## src/rtl/core/jts_pkg.sv

```systemverilog
`timescale 1ns / 1ps

package jts_pkg;

  localparam logic [2:0] KIND_PUNCT  = 3'd0;
  localparam logic [2:0] KIND_IDENT  = 3'd1;
  localparam logic [2:0] KIND_NUMBER = 3'd2;
  localparam logic [2:0] KIND_STRING = 3'd3;
  localparam logic [2:0] KIND_REGEX  = 3'd4;
  localparam logic [2:0] KIND_DIVIDE = 3'd5;
  localparam logic [2:0] KIND_ERROR  = 3'd6;

  // event queue between scanner and output stage; power of two
  localparam int unsigned QUEUE_DEPTH = 4;
  localparam int unsigned QIDX_W      = $clog2(QUEUE_DEPTH);
  localparam int unsigned QCNT_W      = $clog2(QUEUE_DEPTH + 1);

  typedef struct packed {
    logic [2:0] kind;
    logic [7:0] chr;
    logic [7:0] len;
  } event_t;

  // all token events caused by one byte; ev0 always present
  typedef struct packed {
    event_t ev0;
    event_t ev1;
    logic   has1;
  } rec_t;

  typedef struct packed {
    logic push;
    logic halted;
  } front_stat_t;

  function automatic logic is_space(input logic [7:0] c);
    return (c == 8'h20) || (c == 8'h09) || (c == 8'h0a) || (c == 8'h0d);
  endfunction

  function automatic logic is_digit(input logic [7:0] c);
    return (c >= "0") && (c <= "9");
  endfunction

  function automatic logic is_ident(input logic [7:0] c);
    return ((c >= "A") && (c <= "Z")) || ((c >= "a") && (c <= "z")) ||
           (c == "$") || (c == "_") || is_digit(c);
  endfunction

  function automatic logic is_punct(input logic [7:0] c);
    logic r;
    case (c)
      ".", "{", "}", "[", "]", ",", ";", "*", "+", "-", "=", "!", "&", "|",
      "(", ")", ":", "?", "<", ">", "%", "^": r = 1'b1;
      default: r = 1'b0;
    endcase
    return r;
  endfunction

  function automatic logic [7:0] return_char(input logic [2:0] idx);
    logic [7:0] r;
    case (idx)
      3'd0: r = "r";
      3'd1: r = "e";
      3'd2: r = "t";
      3'd3: r = "u";
      3'd4: r = "r";
      3'd5: r = "n";
      default: r = 8'h00;
    endcase
    return r;
  endfunction

endpackage

```

## src/rtl/core/javascript_token_scanner.sv

```systemverilog
`timescale 1ns / 1ps
// Channel   Transfer on                 Payload
// input     in_valid_i && in_ready_o    char_in_i
// output    out_valid_o && out_ready_i  token_kind_o, token_char_o, token_length_o,
//                                       last_of_run_o
//
// One byte per cycle is taken while the four-entry event queue has room.
// A byte yields zero, one or two token events; the output stage sends one
// event per cycle while out_ready_i is high, so two events of a byte leave in turn.
// A byte's first event passes through the queue memory, then the output register.
// Reset clears scanner state, queue and output stage. After an error event
// bytes are still transferred and dropped until reset.
module javascript_token_scanner #(
  parameter int unsigned MAX_TOKEN_LEN = 128
) (
  input  logic       clk_i,
  input  logic       rst_ni,
  input  logic       in_valid_i,
  output logic       in_ready_o,
  input  logic [7:0] char_in_i,
  output logic       out_valid_o,
  input  logic       out_ready_i,
  output logic [2:0] token_kind_o,
  output logic [7:0] token_char_o,
  output logic [7:0] token_length_o,
  output logic       last_of_run_o
);
  import jts_pkg::*;

  logic              accept;
  rec_t              front_rec;
  front_stat_t       front_stat;
  rec_t              head_rec;
  logic              q_empty, q_full, q_pop;
  logic [QCNT_W-1:0] q_count;
  event_t            out_ev;

  assign in_ready_o = !q_full;
  assign accept     = in_valid_i && in_ready_o;

  jts_front #(
    .MAX_TOKEN_LEN(MAX_TOKEN_LEN)
  ) u_front (
    .clk_i   (clk_i),
    .rst_ni  (rst_ni),
    .accept_i(accept),
    .char_i  (char_in_i),
    .rec_o   (front_rec),
    .stat_o  (front_stat)
  );

  jts_queue u_queue (
    .clk_i  (clk_i),
    .rst_ni (rst_ni),
    .push_i (front_stat.push),
    .rec_i  (front_rec),
    .pop_i  (q_pop),
    .rec_o  (head_rec),
    .empty_o(q_empty),
    .full_o (q_full),
    .count_o(q_count)
  );

  jts_back u_back (
    .clk_i      (clk_i),
    .rst_ni     (rst_ni),
    .rec_i      (head_rec),
    .empty_i    (q_empty),
    .pop_o      (q_pop),
    .out_valid_o(out_valid_o),
    .out_ready_i(out_ready_i),
    .ev_o       (out_ev),
    .last_o     (last_of_run_o)
  );

  assign token_kind_o   = out_ev.kind;
  assign token_char_o   = out_ev.chr;
  assign token_length_o = out_ev.len;

`ifndef SYNTHESIS
  a_halt_silent: assert property (@(posedge clk_i) disable iff (!rst_ni)
    front_stat.halted |-> !front_stat.push)
    else $error("event pushed after halt");

  a_queue_bound: assert property (@(posedge clk_i) disable iff (!rst_ni)
    q_count <= QCNT_W'(QUEUE_DEPTH))
    else $error("queue count overflow");

  a_push_room: assert property (@(posedge clk_i) disable iff (!rst_ni)
    front_stat.push |-> !q_full)
    else $error("push into full queue");

  a_pop_count: assert property (@(posedge clk_i) disable iff (!rst_ni)
    (q_pop && !front_stat.push) |=> q_count == $past(q_count) - 1'b1)
    else $error("queue count not reduced on pop");
`endif

endmodule

```

## src/rtl/core/jts_front.sv

```systemverilog
`timescale 1ns / 1ps

module jts_front #(
  parameter int unsigned MAX_TOKEN_LEN = 128
) (
  input  logic                  clk_i,
  input  logic                  rst_ni,
  input  logic                  accept_i,
  input  logic [7:0]            char_i,
  output jts_pkg::rec_t         rec_o,
  output jts_pkg::front_stat_t  stat_o
);
  import jts_pkg::*;

  localparam logic [3:0] M_IDLE   = 4'd0;
  localparam logic [3:0] M_IDENT  = 4'd1;
  localparam logic [3:0] M_NUMBER = 4'd2;
  localparam logic [3:0] M_STRING = 4'd3;
  localparam logic [3:0] M_SLASH  = 4'd4;
  localparam logic [3:0] M_REGEX  = 4'd5;
  localparam logic [3:0] M_BLOCK  = 4'd6;
  localparam logic [3:0] M_LINE   = 4'd7;
  localparam logic [3:0] M_HALT   = 4'd8;

  localparam logic [2:0] P_NONE   = 3'd0;
  localparam logic [2:0] P_PUNCT  = 3'd1;
  localparam logic [2:0] P_CLOSE  = 3'd2;
  localparam logic [2:0] P_IDENT  = 3'd3;
  localparam logic [2:0] P_NUMBER = 3'd4;
  localparam logic [2:0] P_STRING = 3'd5;
  localparam logic [2:0] P_REGEX  = 3'd6;

  localparam logic [2:0] RM_FULL     = 3'd6;
  localparam logic [2:0] RM_MISMATCH = 3'd7;
  localparam logic [7:0] RUN_MAX     = 8'(MAX_TOKEN_LEN);

  logic [3:0] mode_q, mode_d;
  logic       dq_q, dq_d;
  logic       esc_q, esc_d;
  logic [2:0] prev_q, prev_d;
  logic [7:0] run_q, run_d;
  logic [2:0] rm_q, rm_d;

  logic [7:0] c;
  logic [7:0] run_inc;
  logic [7:0] quote_c;
  logic       do_idle;
  logic       lead;
  logic       has0;
  event_t     lead_ev;
  event_t     idle_ev;
  logic       idle_emit;
  rec_t       rec;

  assign c       = char_i;
  assign run_inc = (run_q < RUN_MAX) ? run_q + 8'd1 : run_q;
  assign quote_c = dq_q ? 8'h22 : 8'h27;

  // scan of one byte from idle, independent of state
  always_comb begin
    idle_emit = 1'b0;
    idle_ev   = '{kind: KIND_PUNCT, chr: c, len: 8'd0};
    if (c != "/" && is_punct(c)) begin
      idle_emit = 1'b1;
    end else if (c != "/" && !is_space(c) && c != 8'h27 && c != 8'h22 && !is_ident(c)) begin
      idle_emit    = 1'b1;
      idle_ev.kind = KIND_ERROR;
    end
  end

  always_comb begin
    mode_d  = mode_q;
    dq_d    = dq_q;
    esc_d   = esc_q;
    prev_d  = prev_q;
    run_d   = run_q;
    rm_d    = rm_q;
    do_idle = 1'b0;
    lead    = 1'b0;
    lead_ev = '{kind: KIND_IDENT, chr: 8'd0, len: run_q};

    case (mode_q)
      M_IDLE: do_idle = 1'b1;
      M_IDENT: begin
        if (is_ident(c)) begin
          run_d = run_inc;
          if (rm_q < RM_FULL) begin
            rm_d = (c == return_char(rm_q)) ? rm_q + 3'd1 : RM_MISMATCH;
          end
        end else begin
          lead    = 1'b1;
          do_idle = 1'b1;
        end
      end
      M_NUMBER: begin
        if (is_digit(c) || c == ".") begin
          run_d = run_inc;
        end else begin
          lead         = 1'b1;
          lead_ev.kind = KIND_NUMBER;
          do_idle      = 1'b1;
        end
      end
      M_STRING: begin
        if (esc_q) begin
          esc_d = 1'b0;
        end else if (c == quote_c) begin
          lead         = 1'b1;
          lead_ev.kind = KIND_STRING;
          lead_ev.len  = 8'd0;
          mode_d       = M_IDLE;
        end else if (c == "\\") begin
          esc_d = 1'b1;
        end
      end
      M_SLASH: begin
        if (c == "*") begin
          mode_d = M_BLOCK;
          esc_d  = 1'b0;
        end else if (c == "/") begin
          mode_d = M_LINE;
        end else if ((prev_q != P_NUMBER && prev_q != P_IDENT && prev_q != P_CLOSE) ||
                     (prev_q == P_IDENT && rm_q == RM_FULL)) begin
          mode_d = M_REGEX;
          esc_d  = (c == "\\");
        end else begin
          lead         = 1'b1;
          lead_ev.kind = KIND_DIVIDE;
          lead_ev.len  = 8'd0;
          prev_d       = P_PUNCT;
          do_idle      = 1'b1;
        end
      end
      M_REGEX: begin
        if (esc_q) begin
          esc_d = 1'b0;
        end else if (c == "\\") begin
          esc_d = 1'b1;
        end else if (c == "/") begin
          lead         = 1'b1;
          lead_ev.kind = KIND_REGEX;
          lead_ev.len  = 8'd0;
          prev_d       = P_REGEX;
          mode_d       = M_IDLE;
        end
      end
      M_BLOCK: begin
        if (c == "*") begin
          esc_d = 1'b1;
        end else if (esc_q && c == "/") begin
          esc_d  = 1'b0;
          mode_d = M_IDLE;
        end else begin
          esc_d = 1'b0;
        end
      end
      M_LINE: begin
        if (c == 8'h0a || c == 8'h0d) mode_d = M_IDLE;
      end
      default: mode_d = M_HALT;
    endcase

    if (do_idle) begin
      mode_d = M_IDLE;
      if (c == "/") begin
        mode_d = M_SLASH;
      end else if (is_punct(c)) begin
        prev_d = (c == ")") ? P_CLOSE : P_PUNCT;
      end else if (is_space(c)) begin
        mode_d = M_IDLE;
      end else if (c == 8'h27 || c == 8'h22) begin
        mode_d = M_STRING;
        dq_d   = (c == 8'h22);
        esc_d  = 1'b0;
        prev_d = P_STRING;
      end else if (is_digit(c)) begin
        mode_d = M_NUMBER;
        prev_d = P_NUMBER;
        run_d  = 8'd1;
      end else if (is_ident(c)) begin
        mode_d = M_IDENT;
        prev_d = P_IDENT;
        run_d  = 8'd1;
        rm_d   = (c == "r") ? 3'd1 : RM_MISMATCH;
      end else begin
        mode_d = M_HALT;
      end
    end

    rec      = '{ev0: lead_ev, ev1: idle_ev, has1: 1'b0};
    has0     = lead;
    if (do_idle && idle_emit) begin
      if (lead) begin
        rec.has1 = 1'b1;
      end else begin
        rec.ev0 = idle_ev;
        has0    = 1'b1;
      end
    end
  end

  always_ff @(posedge clk_i or negedge rst_ni) begin
    if (!rst_ni) begin
      mode_q <= M_IDLE;
      dq_q   <= 1'b0;
      esc_q  <= 1'b0;
      prev_q <= P_NONE;
      run_q  <= 8'd0;
      rm_q   <= RM_MISMATCH;
    end else if (accept_i) begin
      mode_q <= mode_d;
      dq_q   <= dq_d;
      esc_q  <= esc_d;
      prev_q <= prev_d;
      run_q  <= run_d;
      rm_q   <= rm_d;
    end
  end

  assign rec_o         = rec;
  assign stat_o.push   = accept_i && has0;
  assign stat_o.halted = (mode_q == M_HALT);

endmodule

```

## src/rtl/core/jts_queue.sv

```systemverilog
`timescale 1ns / 1ps

module jts_queue (
  input  logic                        clk_i,
  input  logic                        rst_ni,
  input  logic                        push_i,
  input  jts_pkg::rec_t               rec_i,
  input  logic                        pop_i,
  output jts_pkg::rec_t               rec_o,
  output logic                        empty_o,
  output logic                        full_o,
  output logic [jts_pkg::QCNT_W-1:0]  count_o
);
  import jts_pkg::*;

  rec_t              mem_q [QUEUE_DEPTH];
  logic [QIDX_W-1:0] wr_q, rd_q;
  logic [QCNT_W-1:0] cnt_q, cnt_d;
  logic              do_push, do_pop;

  assign empty_o = (cnt_q == '0);
  assign full_o  = (cnt_q == QCNT_W'(QUEUE_DEPTH));
  assign do_push = push_i && !full_o;
  assign do_pop  = pop_i && !empty_o;
  assign rec_o   = mem_q[rd_q];
  assign count_o = cnt_q;

  always_comb begin
    cnt_d = cnt_q;
    if (do_push && !do_pop) cnt_d = cnt_q + 1'b1;
    else if (do_pop && !do_push) cnt_d = cnt_q - 1'b1;
  end

  always_ff @(posedge clk_i) begin
    if (do_push) mem_q[wr_q] <= rec_i;
  end

  always_ff @(posedge clk_i or negedge rst_ni) begin
    if (!rst_ni) begin
      wr_q  <= '0;
      rd_q  <= '0;
      cnt_q <= '0;
    end else begin
      if (do_push) wr_q <= wr_q + 1'b1;
      if (do_pop) rd_q <= rd_q + 1'b1;
      cnt_q <= cnt_d;
    end
  end

endmodule

```

## src/rtl/core/jts_back.sv

```systemverilog
`timescale 1ns / 1ps

module jts_back (
  input  logic              clk_i,
  input  logic              rst_ni,
  input  jts_pkg::rec_t     rec_i,
  input  logic              empty_i,
  output logic              pop_o,
  output logic              out_valid_o,
  input  logic              out_ready_i,
  output jts_pkg::event_t   ev_o,
  output logic              last_o
);
  import jts_pkg::*;

  logic   valid_q;
  logic   pend_q;
  event_t ev_q;
  event_t pend_ev_q;
  logic   last_q;
  logic   slot_free;

  assign slot_free   = !valid_q || out_ready_i;
  assign pop_o       = slot_free && !pend_q && !empty_i;
  assign out_valid_o = valid_q;
  assign ev_o        = ev_q;
  assign last_o      = last_q;

  always_ff @(posedge clk_i or negedge rst_ni) begin
    if (!rst_ni) begin
      valid_q <= 1'b0;
      pend_q  <= 1'b0;
    end else if (slot_free) begin
      if (pend_q) begin
        valid_q <= 1'b1;
        pend_q  <= 1'b0;
      end else if (!empty_i) begin
        valid_q <= 1'b1;
        pend_q  <= rec_i.has1;
      end else begin
        valid_q <= 1'b0;
      end
    end
  end

  always_ff @(posedge clk_i) begin
    if (slot_free) begin
      if (pend_q) begin
        ev_q   <= pend_ev_q;
        last_q <= 1'b1;
      end else if (!empty_i) begin
        ev_q      <= rec_i.ev0;
        last_q    <= !rec_i.has1;
        pend_ev_q <= rec_i.ev1;
      end
    end
  end

endmodule
```

## config.mk

```make
export PLATFORM = sky130hd
export DESIGN_NAME = javascript_token_scanner
export DESIGN_NICKNAME = d
export VERILOG_FILES = /design/src/rtl/core/jts_pkg.sv /design/src/rtl/core/javascript_token_scanner.sv /design/src/rtl/core/jts_front.sv /design/src/rtl/core/jts_queue.sv /design/src/rtl/core/jts_back.sv
export SDC_FILE = /design/constraint.sdc
export NUM_CORES = 1
export LEC_CHECK = 0
export BUFFER_PORTS_ARGS = -buffer_cell sky130_fd_sc_hd__clkbuf_2
export CAP_MARGIN = 30
export CELL_PAD_IN_SITES_DETAIL_PLACEMENT = 1
export CELL_PAD_IN_SITES_GLOBAL_PLACEMENT = 2
export CORE_MARGIN = 1.5
export CORE_UTILIZATION = 35
export CTS_CLUSTER_SIZE = 40
export DETAILED_ROUTE_END_ITERATION = 16
export MAX_ROUTING_LAYER = met4
export PLACE_DENSITY_LB_ADDON = 0.1
export SYNTH_ARGS = -nofsm -noshare
export SYNTH_HDL_FRONTEND = slang
export SYNTH_HIERARCHICAL = 1
export SYNTH_SLANG_ARGS = --single-unit
```

## constraint.sdc

```tcl
create_clock -name clk_i -period 4.41 [get_ports clk_i]
set_clock_uncertainty 0.05 [all_clocks]
set_input_delay 0.882 -clock clk_i [delete_from_list [all_inputs] [get_ports clk_i]]
set_output_delay 0.882 -clock clk_i [all_outputs]
set_load 0.01 [all_outputs]
```

; ---- Word level (Yosys, flattened, before mapping)
; Memories as Yosys holds them, arrays and structs flattened.
; Index checks and enable logic that the tools add are counted.
[word_totals]
memories = 1
out_inout_bits = 22
ramBits = 124
romBits = 0
in_bits = 12
latch_bits = 0
word_cells = 288
regBits = 68
[memory_table]
columns = name, words, word_bits, read_ports, rd_clocked_by_memory_dff, wr, line
row1 = u_queue.mem_q, 4, 31, 1, 0, 1, jts_queue.sv:16  ; rec_t mem_q [QUEUE_DEPTH];
[classes]
eq_ne = 67
n_reduce_logical = 53
n_mul = 0
n_lt_le_gt_ge = 8
add_sub_neg = 6
n_div = 0
bitwise = 5
n_mux = 130
shifts = 0
[ops]
columns = cell, n
row1 = == test 8 x 6 -> 1 bit (second input constant), 21
row2 = two-way mux 8 bit, 21
row3 = two-way mux 3 bit, 37
row4 = two-way mux 19 bit, 4
row5 = == test 8 x 7 -> 1 bit (second input constant), 9
row6 = two-way mux 4 bit, 18
row7 = two-way mux 1 bit, 38
row8 = case mux 7 bit (5 select lines), 1
row9 = == test 8 x 4 -> 1 bit (second input constant), 3
row10 = inequality test 8 x 6 -> 1 bit (second input constant), 3
row11 = case mux 4 bit (6 select lines), 1
row12 = case mux 8 bit (3 select lines), 1
row13 = OR reduction 22 bit, 1
row14 = logical AND 1 bit, 21
row15 = == test 4 x 3 -> 1 bit (second input constant), 4
row16 = == test 8 bit, 2
row17 = greater-or-equal comparator 8 x 7 -> 1 bit (second input constant), 2
row18 = <= comparator 8 x 7 -> 1 bit (second input constant), 2
row19 = case mux 8 bit (2 select lines), 1
row20 = == test 3 bit (second input constant), 4
row21 = logical OR 1 bit, 12
row22 = inequality test 3 x 1 -> 1 bit (second input constant), 4
row23 = inequality test 3 x 2 -> 1 bit (second input constant), 4
row24 = case mux 3 bit (4 select lines), 1
row25 = other kinds (31), 54

; ---- Logic depth before layout (Yosys ltp)
; Gate-level depths: netlist of run 1.
[depth]
depth_word = 20
depth_mapped = 17
mapped_depth_nobuf = 15

; ---- Cells and area by module
; The synthesis of run 1 kept the hierarchy.
[by_module_without_submodules]
columns = mod, area_each_um2, cells_each, n_inst, seq_area_each_um2
row1 = jts_queue, 6103.4, 240, 1, 4859.7
row2 = jts_front, 2588.7, 332, 1, 504.2
row3 = jts_back, 1602.8, 74, 1, 1221.2
row4 = javascript_token_scanner, 10.0, 2, 1, 0.0

; ---- Worst setup path after synthesis of run 1
; Ideal clock, no wire load.
[synth_path]
path_type = input to register
startpoint = in char_in_i[4]
endpoint = mem u_queue/mem_q[0][0] (netlist bit), enable pin
slack_ns = 0.508
cell_stages = 10
t_required_ns = 3.960
t_arrival_ns = 3.452
cell_sequence = buf_2 > o41ai_1 > a211o_1 > nand3_2 > nor3_1 > o21ai_0 > a21oi_1 > nor2b_1 > buf_6 > and2_1
[synth_rtl]
columns = item, line
row1 = start: declaration, javascript_token_scanner.sv:20  ; input logic [7:0] char_in_i,
row2 = end: declaration, jts_queue.sv:16

==> flow_summary.json, run 1 <==
{
  "status": "finished, final reports clean",
  "viasPerCell": 5.28,
  "setup.worst_path.end_class": "register",
  "grt_first_pass_wirelength_mm": 37.3,
  "power_density_nw_per_um2": 512,
  "final_util": 0.403,
  "cts_resized": 0,
  "tightest_slew_ns": 0.861,
  "cp.arrival_ns": 4.02,
  "dr.pass1.iters": 4,
  "max_slew_margin": 0.422,
  "cts-buffers-inserted": 25,
  "grt_pass1_vias": 6275,
  "cts_tree": "done",
  "htreeDepth": 1,
  "die_h_um": 175,
  "dpl.hpwl_mm": 15.5,
  "cts_setup_buffers": 0,
  "postRouteAntennaNets": 0,
  "drc": 0,
  "synth_area_um2": 10300,
  "core_um2": 28900,
  "finalCritPeriodShare": 0.828,
  "setup_viol": 0,
  "port_buffers": 33,
  "fin_tns_setup_ns": 0,
  "synth_area_per_cell_um2": 15.9,
  "grt_start_max_net_pins": 40,
  "clock_latency_ns": 0.50,
  "cts_root_buffer": "clkbuf_16",
  "mostFrequentLayoutCell": "edfxtp_1",
  "final_area_um2": 11600,
  "cts_hold_buf": 0,
  "antenna_found_initial": 0,
  "fin_hold_ws_ns": 0.434,
  "n_antenna_cell": 0,
  "leakage_nw": 3.98,
  "cts_max_path_buffers": 3,
  "holdCritPathClass": "primary input to async pin",
  "wl_per_cell_um": 21.6,
  "grt-ovfl-total": 0,
  "syn_inst": 647,
  "die_w_um": 175,
  "nets": 711,
  "clock.fmax_ghz": 0.274,
  "final_cell_mix": "edfxtp_1, mux4_2, clkbuf_2",
  "clock_sinks": 224,
  "clkSlewWorstSetupHoldPaths_ns": 0.06,
  "dp.cells": 1044,
  "crit_path_start_kind": "primary input",
  "peakVddDrop_v": 0.000257,
  "period_needed_ns": 3.65,
  "crit_required_ns": 4.78,
  "dieArea_um2": 30500,
  "vias": 5752,
  "path_class": "primary input to register",
  "io_pins": 34,
  "path_max_fanout": 23,
  "initial_core_util": 0.357,
  "layoutNonFillerInstCount": 1089,
  "row_count": 62,
  "rsz0062_at_grt": "no",
  "hold_viol_final": 0,
  "maxSlewViolCount": 0,
  "drive_gt1_frac": 0.270,
  "syn_to_final_growth_pct": 13.0,
  "grtUsageTotal": 0.164,
  "drt_iter0_markers": 323,
  "place.gp.congestion": 0.826,
  "max-cap-violations": 0,
  "ys_warn_count": 6,
  "placed_area_um2": 10800,
  "drt_wl_total_mm": 23.5
}
-- metrics by stage --
step | setup WS (ns) | power [mW]
after floorplan | 0.508 | 3.69
after global placement | 0.386 | 3.94
final | 0.760 | 5.96
after global routing | 0.473 | 6.25
after detailed placement | 0.274 | 3.97
after CTS | 0.776 | 6.08
-- metal layers --
layer  vias to the layer above  track usage  part of all wire
met4                         0       0.0420             0.019
met3                        30       0.0223             0.038
li1                       2590            -                 -
met1                      3030        0.212              0.45
met2                       102        0.275              0.50
met5                         -            -                 0
-- flip-flops by register name, indices dropped and copies added (netlist names), 2 cells and up --
| signal | cells |
|---|---|
| u_back/ev_o | 19 |
| u_front/mode_q | 4 |
| u_front/prev_q | 3 |
| u_front/rm_q | 3 |
| u_queue/mem_q | 156 |
| u_queue/rd_q | 2 |
| u_back/pend_ev_q | 19 |
| u_queue/count_o | 3 |
| u_front/run_q | 8 |
| u_queue/wr_q | 2 |
-- critical path, stage by stage --
cell and delay, ns:
clkbuf_2 0.30, o41ai_1 0.46, a211o_1 0.35, nand3_2 0.22, nor3_1 0.20, o21ai_0 0.14
a21oi_1 0.16, nor2b_1 0.20, ha_1 0.21, inv_1 0.06, fa_1 0.37, xor2_1 0.17
nor2_1 0.11, xor2_1 0.17
-- report_power, final --
part / total, mW / internal, mW / switching [mW]
clock network: 2.08 / 1.28 / 0.808
registers: 2.72 / 2.56 / 0.155
logic: 1.16 / 0.584 / 0.577
-- worst paths after layout --
kind / from / to / slack (ns) / depth (start not counted)
min in group clk_i: u_queue/count_o[2] / u_queue/count_o[2] / 0.46 / 1
min: rst_ni / u_back/out_valid_o / 0.43 / 1
max: char_in_i[1] / u_queue/count_o[2] / 0.76 / 14
max reg2reg: u_front/rm_q[0] / u_queue/count_o[2] / 0.89 / 15
max in group asynchronous: rst_ni / u_queue/rd_q[1] / 3.29 / 1
min reg2reg: u_queue/count_o[2] / u_queue/count_o[2] / 0.46 / 1
-- layout make-up --
class                   count  area, um^2
repair buffers             56         400
clock inverters            15         180
inverters                  17        63.8
multi-input cells         363        3280
well taps                 384         480
fillers                  2887       17200
flip-flops and latches    224        6590
clock buffers              30         644
Power figures use the tool's default switching activity.
==> run 2: changes to the inputs <==
--- a/config.mk
+++ b/config.mk
@@ -5,6 +5,7 @@
 export SDC_FILE = /design/constraint.sdc
 export NUM_CORES = 1
 export LEC_CHECK = 0
+export ABC_AREA = 1
 export BUFFER_PORTS_ARGS = -buffer_cell sky130_fd_sc_hd__clkbuf_2
 export CAP_MARGIN = 30
 export CELL_PAD_IN_SITES_DETAIL_PLACEMENT = 1
==> constraint.sdc (replaced) <==
create_clock -name clk_i -period 3.3 [get_ports clk_i]
set_clock_uncertainty 0.05 [all_clocks]
set_input_delay 0.66 -clock clk_i [delete_from_list [all_inputs] [get_ports clk_i]]
set_output_delay 0.66 -clock clk_i [all_outputs]
set_load 0.01 [all_outputs]
==> run 2 against run 1 <==
Against the previous run:
- non-clock buffer count rose by 46
- synthesized area rose by 7.2%
- flip-flop and latch count did not move
- core utilization rose by 1.5 points
- count of clock-buffer cells in the layout fell by 2
- cell count rose by 47%
- combinational power rose to 3.3 times the previous value
- power rose by 87%
- critical path type is now register to register
- largest power group unchanged
==> flow_summary.json, run 2 <==
{
  "status": "finished, final reports clean",
  "cts-buffers-inserted": 27,
  "path_cells": "inv_1 > ha_1 > nand2_1 > nand2_1 > nand2_1 > nand2_1 > inv_1 > nand3_2 > inv_1 > nor2_4 > nand2_4 > nand3_4 > a21oi_4 > nand2_4 > inv_1 > ha_1 > inv_1 > fa_1 > nand2_1 > nand3_1 > nand2_1 > nand2_1",
  "setup_viol": 0,
  "port_buffers": 33,
  "rsz0062_at_grt": "no",
  "power_density_nw_per_um2": 864,
  "nets": 1209,
  "crit_buf_inv": 5,
  "setup.worst_path.end_class": "register",
  "crit_required_ns": 3.69,
  "cts_root_buffer": "clkbuf_16",
  "ys_warn_count": 6,
  "grt_pass1_vias": 7898,
  "max_stage_delay_ns": 0.52,
  "maxSlewViolCount": 0,
  "dp.cells": 1550,
  "n_antenna_cell": 0,
  "cts_max_path_buffers": 3,
  "drive_gt1_frac": 0.179,
  "leakage_nw": 5.60,
  "crit_top_cell": "nand2_1",
  "gr-usage-met3": 0.0234,
  "grt_start_max_net_pins": 57,
  "power_frac_seq": 0.384,
  "fin_tns_setup_ns": 0,
  "synth_area_per_cell_um2": 10.0,
  "mostFrequentLayoutCell": "nand2_1",
  "grt_first_pass_wirelength_mm": 44.3,
  "htreeDepth": 1,
  "path_class": "register to register",
  "grt_busiest_layer": "met2",
  "final_cell_mix": "nand2_1, edfxtp_1, inv_1",
  "gr-usage-met1": 0.216,
  "cp_slowest_cell": "dfstp_2",
  "core_um2": 30800,
  "initial_core_util": 0.358,
  "finalCritPeriodShare": 0.914,
  "clock_latency_ns": 0.55,
  "dieArea_um2": 32600,
  "worstHoldStart": "out_ready_i",
  "clock_sinks": 224,
  "place.gp.congestion": 0.860,
  "die_w_um": 181,
  "final_util": 0.418,
  "hold_viol_final": 0,
  "tightest_slew_ns": 0.654,
  "max_slew_margin": 0.563,
  "viasPerCell": 4.75,
  "r2r-start": "u_front/rm_q[0]",
  "p_sw_frac": 0.362,
  "r2r_setup_slack_ns": 0.28,
  "max-cap-violations": 0,
  "top_register": "u_queue/mem_q",
  "postRouteAntennaNets": 0,
  "grt-ovfl-total": 0,
  "drt_iter0_markers": 357,
  "peakVddDrop_v": 0.000462,
  "wl_per_cell_um": 17.4,
  "cp-startpoint": "u_front/rm_q[0]",
  "clockPowerShare": 0.278,
  "cp_top_family": "simple AND/OR/NAND/NOR gates",
  "clock.fmax_ghz": 0.331,
  "period_needed_ns": 3.02,
  "holdCritPathClass": "primary input to register",
  "nFillCells": 3455,
  "die_h_um": 181,
  "intPower_mw": 7.10,
  "p_sw_mw": 4.03,
  "synth_area_um2": 11000,
  "dpl.hpwl_mm": 19.8,
  "antenna_found_initial": 0,
  "combPwrFrac": 0.338,
  "cts_tree": "done",
  "dr.pass1.iters": 4,
  "clkSlewWorstSetupHoldPaths_ns": 0.06,
  "crit_path_start_kind": "register",
  "syn_to_final_growth_pct": 16.7,
  "drt_wl_total_mm": 27.9,
  "power_mw": 11.1,
  "fin_hold_ws_ns": 0.380,
  "io_pins": 34,
  "layoutNonFillerInstCount": 1602,
  "row_count": 64,
  "grtUsageTotal": 0.181,
  "cp.arrival_ns": 3.41,
  "vias": 7613,
  "syn_inst": 1101,
  "met2_usage": 0.321,
  "path_max_fanout": 4,
  "largest_reg_flops": 156,
  "drc": 0
}
-- run 2: per-layer routing --
layer  up-vias  part of all wire
met3        40             0.026
met1      3691              0.44
met5         -                 0
met2        79              0.51
met4         0             0.023
li1       3803                 -
-- run 2: power by group through the flow --
stage | Combinational (mW) | Sequential, mW | Clock, mW
2_1_floorplan | 2.65 | 4.34 | 0
3_3_place_gp | 3.80 | 4.34 | 0
3_5_place_dp | 3.85 | 4.35 | 0
4_1_cts | 3.86 | 4.30 | 3.19
5_1_grt | 4.27 | 4.35 | 3.29
6_report | 3.77 | 4.28 | 3.09
-- run 2: layout make-up --
type	instances	area, um^2	share of cell area
sequential	224	6590	0.511
multi-input combinational	672	3480	0.270
timing repair buffer	102	786	0.0610
inverter	158	596	0.0462
tap	396	495	0.0385
clock buffer	28	679	0.0527
clock inverter	22	260	0.0202
-- run 2: worst paths after layout --
kind                                            to  cells after the start
worst max-delay path            u_queue/count_o[2]                     22
worst min-delay path            u_back/out_valid_o                      4
worst max register to register  u_queue/count_o[2]                     22
worst min register to register   u_front/mode_q[2]                      2
max in group asynchronous          u_front/rm_q[2]                      3
min in group asynchronous       u_back/out_valid_o                      2
-- run 2: repair_timing --
action,in CTS,in global routing
buffers inserted,0,1
resized for setup,0,0
setup endpoints to repair,0,1
endpoints found under the hold margin,2,0
hold buffers,1,0
-- run 2: worst register-to-register path: stages, from the launching register on --
cell,delay (ns)
dfstp_2,0.52
inv_1,0.08
ha_1,0.22
nand2_1,0.08
nand2_1,0.08
nand2_1,0.07
nand2_1,0.06
inv_1,0.09
nand3_2,0.11
inv_1,0.13
nor2_4,0.06
nand2_4,0.07
nand3_4,0.07
a21oi_4,0.18
nand2_4,0.07
inv_1,0.06
ha_1,0.16
inv_1,0.07
fa_1,0.38
nand2_1,0.11
nand3_1,0.07
nand2_1,0.06
nand2_1,0.04
-- run 2: through the flow --
step,cell area (um^2),worst slack (ns)
after global placement,11900,0.0523
after detailed placement,11900,-0.0631
after global routing,12900,0.0492
after floorplan,11100,0.0378
final,12900,0.283
after CTS,12900,0.136
